**src/sv/pn2d_fifo.sv**
```systemverilog
// ----------------------------------------------------------------------------
// pn2d_fifo
// Small register queue with push/full and pop/empty sides.
// ----------------------------------------------------------------------------
module pn2d_fifo #(
    parameter int WIDTH = 8,
    parameter int DEPTH = 4
) (
    input  logic             i_clk,
    input  logic             i_rst_n,
    input  logic             i_push,
    input  logic [WIDTH-1:0] i_data,
    output logic             o_full,
    input  logic             i_pop,
    output logic [WIDTH-1:0] o_data,
    output logic             o_empty
);

    localparam int AW = $clog2(DEPTH);

    logic [WIDTH-1:0] r_mem [DEPTH];
    logic [AW-1:0]    r_wp, r_rp;
    logic [AW:0]      r_cnt;
    logic             w_wr, w_rd;

    assign o_full  = (r_cnt == (AW+1)'(DEPTH));
    assign o_empty = (r_cnt == '0);
    assign o_data  = r_mem[r_rp];
    assign w_wr    = i_push && !o_full;
    assign w_rd    = i_pop && !o_empty;

    always_ff @(posedge i_clk) begin
        if (!i_rst_n) begin
            r_wp  <= '0;
            r_rp  <= '0;
            r_cnt <= '0;
        end else begin
            if (w_wr) r_wp <= r_wp + 1'b1;
            if (w_rd) r_rp <= r_rp + 1'b1;
            if (w_wr && !w_rd) r_cnt <= r_cnt + 1'b1;
            else if (w_rd && !w_wr) r_cnt <= r_cnt - 1'b1;
        end
    end

    always_ff @(posedge i_clk) begin
        if (w_wr) r_mem[r_wp] <= i_data;
    end

endmodule

```
**config.mk**
```make
export PLATFORM = sky130hd
export DESIGN_NAME = pn2d_fifo
export DESIGN_NICKNAME = d
export VERILOG_FILES = /design/src/sv/pn2d_fifo.sv
export SDC_FILE = /design/constraint.sdc
export NUM_CORES = 1
export LEC_CHECK = 0
export ABC_AREA = 1
export BUFFER_PORTS_ARGS = -buffer_cell sky130_fd_sc_hd__buf_2
export CORE_ASPECT_RATIO = 1.4
export CORE_MARGIN = 5
export CORE_UTILIZATION = 50
export DETAILED_ROUTE_END_ITERATION = 10
export PLACE_DENSITY = 0.76
export SYNTH_ARGS = -nofsm -noshare
export SYNTH_HDL_FRONTEND = slang
export SYNTH_SLANG_ARGS = --single-unit
export TNS_END_PERCENT = 10
```
**constraint.sdc**
```tcl
create_clock -name i_clk -period 1.6 [get_ports i_clk]
set_input_delay 0.08 -clock i_clk [delete_from_list [all_inputs] [get_ports i_clk]]
set_output_delay 0.08 -clock i_clk [all_outputs]
set_load 0.02 [all_outputs]
```
* Word-level counts from Yosys, hierarchy flattened
Memories as Yosys holds them, arrays and structs flattened. A register that Yosys moved wholly into a read port is not among the register bits. Cells that the tools add are included.
Storage, ports and cells: register bits after elaboration 7, latch bits 0, RAM bits 32, memory bits (read-only) 0, logic and storage cells 25, memories kept 1
Memory list:
- r_mem | words 4, bits a word 8, rd ports 1, clocked after Yosys merged registers in 1, write ports 1, line 21 | logic [WIDTH-1:0] r_mem [DEPTH];
Operators by class: add/sub/neg operators 4, multiply operators 0, divide/modulo/power cells 0, order comparisons 0, eq/ne operators 1, shifts and indexed selects 0, mux-type cells 6, bitwise logic cells 0, reduce and logical (&&, ||, !) cells 10
Operator list (number):
- $mux 3 | 2
- $add 2x1->2 const B | 2
- $logic_and 1x1->1 | 4
- $logic_not 1->1 | 4
- $mux 2 | 2
- $add 3x1->3 const B | 1
- $eq 3x3->1 const B | 1
- $logic_not 3->1 | 1
- $sub 3x1->3 const B | 1
- $mux 1 | 2
- $reduce_bool 2->1 | 1

* Logic depth before layout (Yosys ltp)
depth after elaboration 7, mapped depth 13, gate-level depth less buffers 13

* Worst setup path after synthesis
No wires, ideal clock.
path type register -> register, from register r_cnt[0], to register r_cnt[2], setup time 0.113 ns, arrival time 1.580 ns, required time 1.487 ns, setup slack -0.093 ns, cell stages (with the launch flop) 14, clock period less this slack 1.693 ns, cells stage by stage dfxtp_1 > nor2_1 > nand2_1 > nand2_2 > inv_1 > ha_1 > inv_1 > fa_1 > inv_1 > nand2_1 > nand3_1 > nand2_1 > nand2_1 > nor2_1
On the way: word-level cells in the longest chain between the ends 6, elaborated cells between the ends (all ways) 15, classes of those cells add/sub: 2; eq/ne: 1; mux: 2; reduce/logical: 10
Ends and longest elaborated chain:
- from (decl) | line 23 | logic [AW:0] r_cnt;
- from (signal assigned) | line 40 | if (w_wr && !w_rd) r_cnt <= r_cnt + 1'b1;
- from (signal assigned) | line 41 | else if (w_rd && !w_wr) r_cnt <= r_cnt - 1'b1;
- $eq 3x3->1 (*) | line 26 | assign o_full = (r_cnt == (AW+1)'(DEPTH));
- $logic_not 1->1 (*) | line 29 | assign w_wr = i_push && !o_full;
- $logic_and 1x1->1 (*) | line 29
- via w_wr | line 24 | logic w_wr, w_rd;
- $logic_not 1->1 | line 41
- $logic_and 1x1->1 | line 41
- $reduce_bool 2->1 (no source line)
The timed path passes the listed nets; every way through them passes the cells marked *. The select of a mux whose other input is x is not followed. A chain may end at the register's enable or synchronous reset.

* Worst setup path after layout
from register r_cnt[0], to register r_cnt[2]
On the way: word-level cells in the longest chain between the ends 6, elaborated cells between the ends (all ways) 15, classes of those cells add/sub: 2; eq/ne: 1; mux: 2; reduce/logical: 10
Ends and longest elaborated chain:
- parallel branches: the longest is 6 deep, another holds $sub 3x1->3
Parallel ways; which one is timed is not known. The select of a mux whose other input is x is not followed.

==> results.tsv <==
metric	value	unit
status	finished with violations	
violations	negative setup slack	
place_inst	216	
grtUsageTotal	0.168	
drtPass1Iterations	4	
ant_nets	0	
met1_length	1.27	mm
finalPower	0.00359	W
ff2ff_setup_slack	-20	ps
grt_pass1_vias	1312	
synth.avg_cell_area	11.5	µm²
cts_tree	yes	
reg2regPathDepth	12	
cap_violations	0	
p_leak	0.894	nW
die_width	59.1	µm
top_layer_used	met4	
clk_latency	290	ps
syn_nets	164	
drive_gt1_frac	0.337	
ys_ff_latch	41	
dieArea	0.00465	mm²
synth_top_family_by_area	simple AND/OR/NAND/NOR gates	
period_share	1.01	
synth_top_area_frac	0.570	
syn-instance-count	146	
dp_hpwl	2.37	mm
hp-class	primary input to register	
worstHoldStart	i_rst_n	
syn_area	0.00169	mm²
worst-setup-path-type	register to register	
cts_buffers	5	
start_kind	register	
yosys.area_share.simple	0.120	
synth-compound-area-share	0.0958	
timing.final.crit_period	1620	ps
n_antenna_cell	0	
antenna_found_initial	0	
hold-path-cell-count	3	
post-place-ws	-128	ps
clk_pin_slew_worst_paths	80	ps
port_buffers	21	
ctsLongestPathBuffers	2	
post_dp_cell_area	0.00191	mm²
worst_pin_slew	377	ps
holdPathEnd	r_cnt[1]$_SDFFE_PN0P_	
final_util	0.662	
grt_pass1_wl	5.64	mm
cp_max_fo	2	
ys_types	18	
vdd_ir_drop_max	1.02	mV
initial_core_util	0.508	
core	0.00332	mm²
fin_cells	236	
slew_viol_final	0	
via_per_inst	5.23	
layout.nets	213	
drt_iter0_drc	49	
synth.area.top_cells	edfxtp_1 (57%), dfxtp_1 (11%), nor2_1 (6.7%)	
vias	1235	
cp.arrival	1810	ps
worst_slack	-22.9	ps
r2r-start	r_cnt[0]$_SDFFE_PN0P_	
end_kind	register	
yosysSeqAreaShare	0.677	
die_y	78.7	µm
slew_headroom	0.749	
core.rowCount	25	
fmax	616	MHz
p_per_area	1640	mW/mm²
wl	3.47	mm
synthMuxAreaShare	0	
synth-xor-area-share	0.00520	
cts-root-buf	clkbuf_8	
worst_ep_required_time	1790	ps
cts.sinks	41	
gp_congestion	0.752	
wl_per_cell	14.7	µm
wl_met2	1.92	mm
synth_top_area_cell	edfxtp_1	
setup_viol	2	
rr_endpoint	r_cnt[2]$_SDFFE_PN0P_	
hold_viol	0	
remaining_drc_errors	0	
yosys_warnings	0	
pin_count	22	
rsz0062_at_grt	true	
synth_fa_ha_area_frac	0.0490	
grt-ovfl-total	0	
h-tree-depth	2	
grt_max_degree	17	
wl_met3	153	µm
fin_area	0.00219	mm²
syn_to_final_growth	30.1	%
fin_skew	4.69	ps
registers in the layout (all words and copies together) (netlist names), named ones only:
name / flops
r_cnt: 3
r_mem: 32
r_rp: 2
r_wp: 2
area by class of cell:
class                           count  area [µm²]
Tap cell                           40        50.0
Clock buffer                        7         119
Multi-Input combinational cell     85         500
Inverter                           18        70.1
Clock inverter                      1        8.76
Sequential cell                    41        1150
Timing Repair Buffer               44         298
Fill cell                         259        1120
layout by cell type, fill, tap and decap left out:
cell type / synthesis / final
a21oi_1: 3 / 3
buf_2: 0 / 21
buf_4: 0 / 15
clkbuf_16: 0 / 2
clkbuf_8: 0 / 5
dfxtp_1: 9 / 6
dfxtp_2: 0 / 2
dfxtp_4: 0 / 1
dlygate4sd3_1: 0 / 8
edfxtp_1: 32 / 32
fa_2: 0 / 1
ha_1: 5 / 4
ha_4: 0 / 1
inv_1: 17 / 13
inv_2: 1 / 4
inv_4: 0 / 1
inv_6: 0 / 1
nand2_1: 13 / 9
nand2_2: 2 / 5
nand2_4: 0 / 1
nand3_1: 4 / 3
nand3_2: 0 / 1
nand3b_1: 1 / 1
nor2_1: 30 / 29
nor2_4: 0 / 1
o21ai_0: 13 / 12
o21ai_1: 1 / 1
o21ai_2: 3 / 4
o22ai_1: 8 / 8
xor2_1: 1 / 1
worst max-delay path, stage by stage, from the launching register on:
cell     delay (ps)
dfxtp_2         340
nor2_4          120
nand2_2          90
nand2_4          90
ha_4            150
inv_4            40
fa_2            360
inv_2            70
nand2_2          50
nand3_2          60
nand2_1          50
nand2_1          60
nor2_1           40
worst max path at each step:
stage | from | end | slack (ps) | cells after the start
floorplan | r_cnt[0]$_SDFFE_PN0P_ | r_cnt[1]$_SDFFE_PN0P_ | -20 | 9
global placement | r_cnt[0]$_SDFFE_PN0P_ | r_cnt[2]$_SDFFE_PN0P_ | 20 | 12
detailed placement | r_cnt[0]$_SDFFE_PN0P_ | r_cnt[2]$_SDFFE_PN0P_ | -130 | 12
CTS | r_cnt[1]$_SDFFE_PN0P_ | r_cnt[2]$_SDFFE_PN0P_ | -40 | 12
global route | r_cnt[0]$_SDFFE_PN0P_ | r_cnt[1]$_SDFFE_PN0P_ | -100 | 9
finish | r_cnt[0]$_SDFFE_PN0P_ | r_cnt[2]$_SDFFE_PN0P_ | -20 | 12
routing by layer:
metal	vias to the layer above	track usage
met1	588	0.165
met5	-	0
li1	596	-
met4	0	0.0975
met2	41	0.305
met3	10	0.0407
metrics by stage:
stage / TNS [ps] / hold WS (ps)
final: -45.6 / 64.0
after detailed placement: -211 / 296
after global placement: 0 / 289
after global routing: -183 / 61.0
after floorplan: -30.7 / 179
after CTS: -74.4 / 49.5
synthesized netlist by cell type, drive strengths merged:
library cell,n
nand3b,1
o21ai,17
buf,2
nand3,4
dfxtp,9
fa,1
ha,5
edfxtp,32
nand2,15
a21oi,3
nor2,30
inv,18
o22ai,8
xor2,1
where the power goes:
group / leakage (nW) / switching [W] / total, W / internal [W]
logic: 0.460 / 0.000784 / 0.00132 / 0.000538
clock network: 0.0651 / 0.000350 / 0.000851 / 0.000502
registers: 0.369 / 0.0000984 / 0.00141 / 0.00132
kinds of logic (layout without fill, tap and decap cells):
logic type / Yosys count / in the layout
flip-flops: 41 / 41
XOR/XNOR: 1 / 1
adder cells (fa/ha/maj): 6 / 6
AO/OA/AOI/OAI: 28 / 28
buffers and inverters: 20 / 70
AND/OR/NAND/NOR: 50 / 50
repair_timing:
| item | in CTS | in global routing |
|---|---|---|
| hold buffers | 8 | 0 |
| pin swaps | 8 | 4 |
| endpoints found under the hold margin | 26 | 0 |
| buffers inserted | 4 | 0 |
| resized for setup | 13 | 3 |
| endpoints found under the setup margin | 2 | 9 |
No activity file was read; power rests on OpenSTA's default activity.
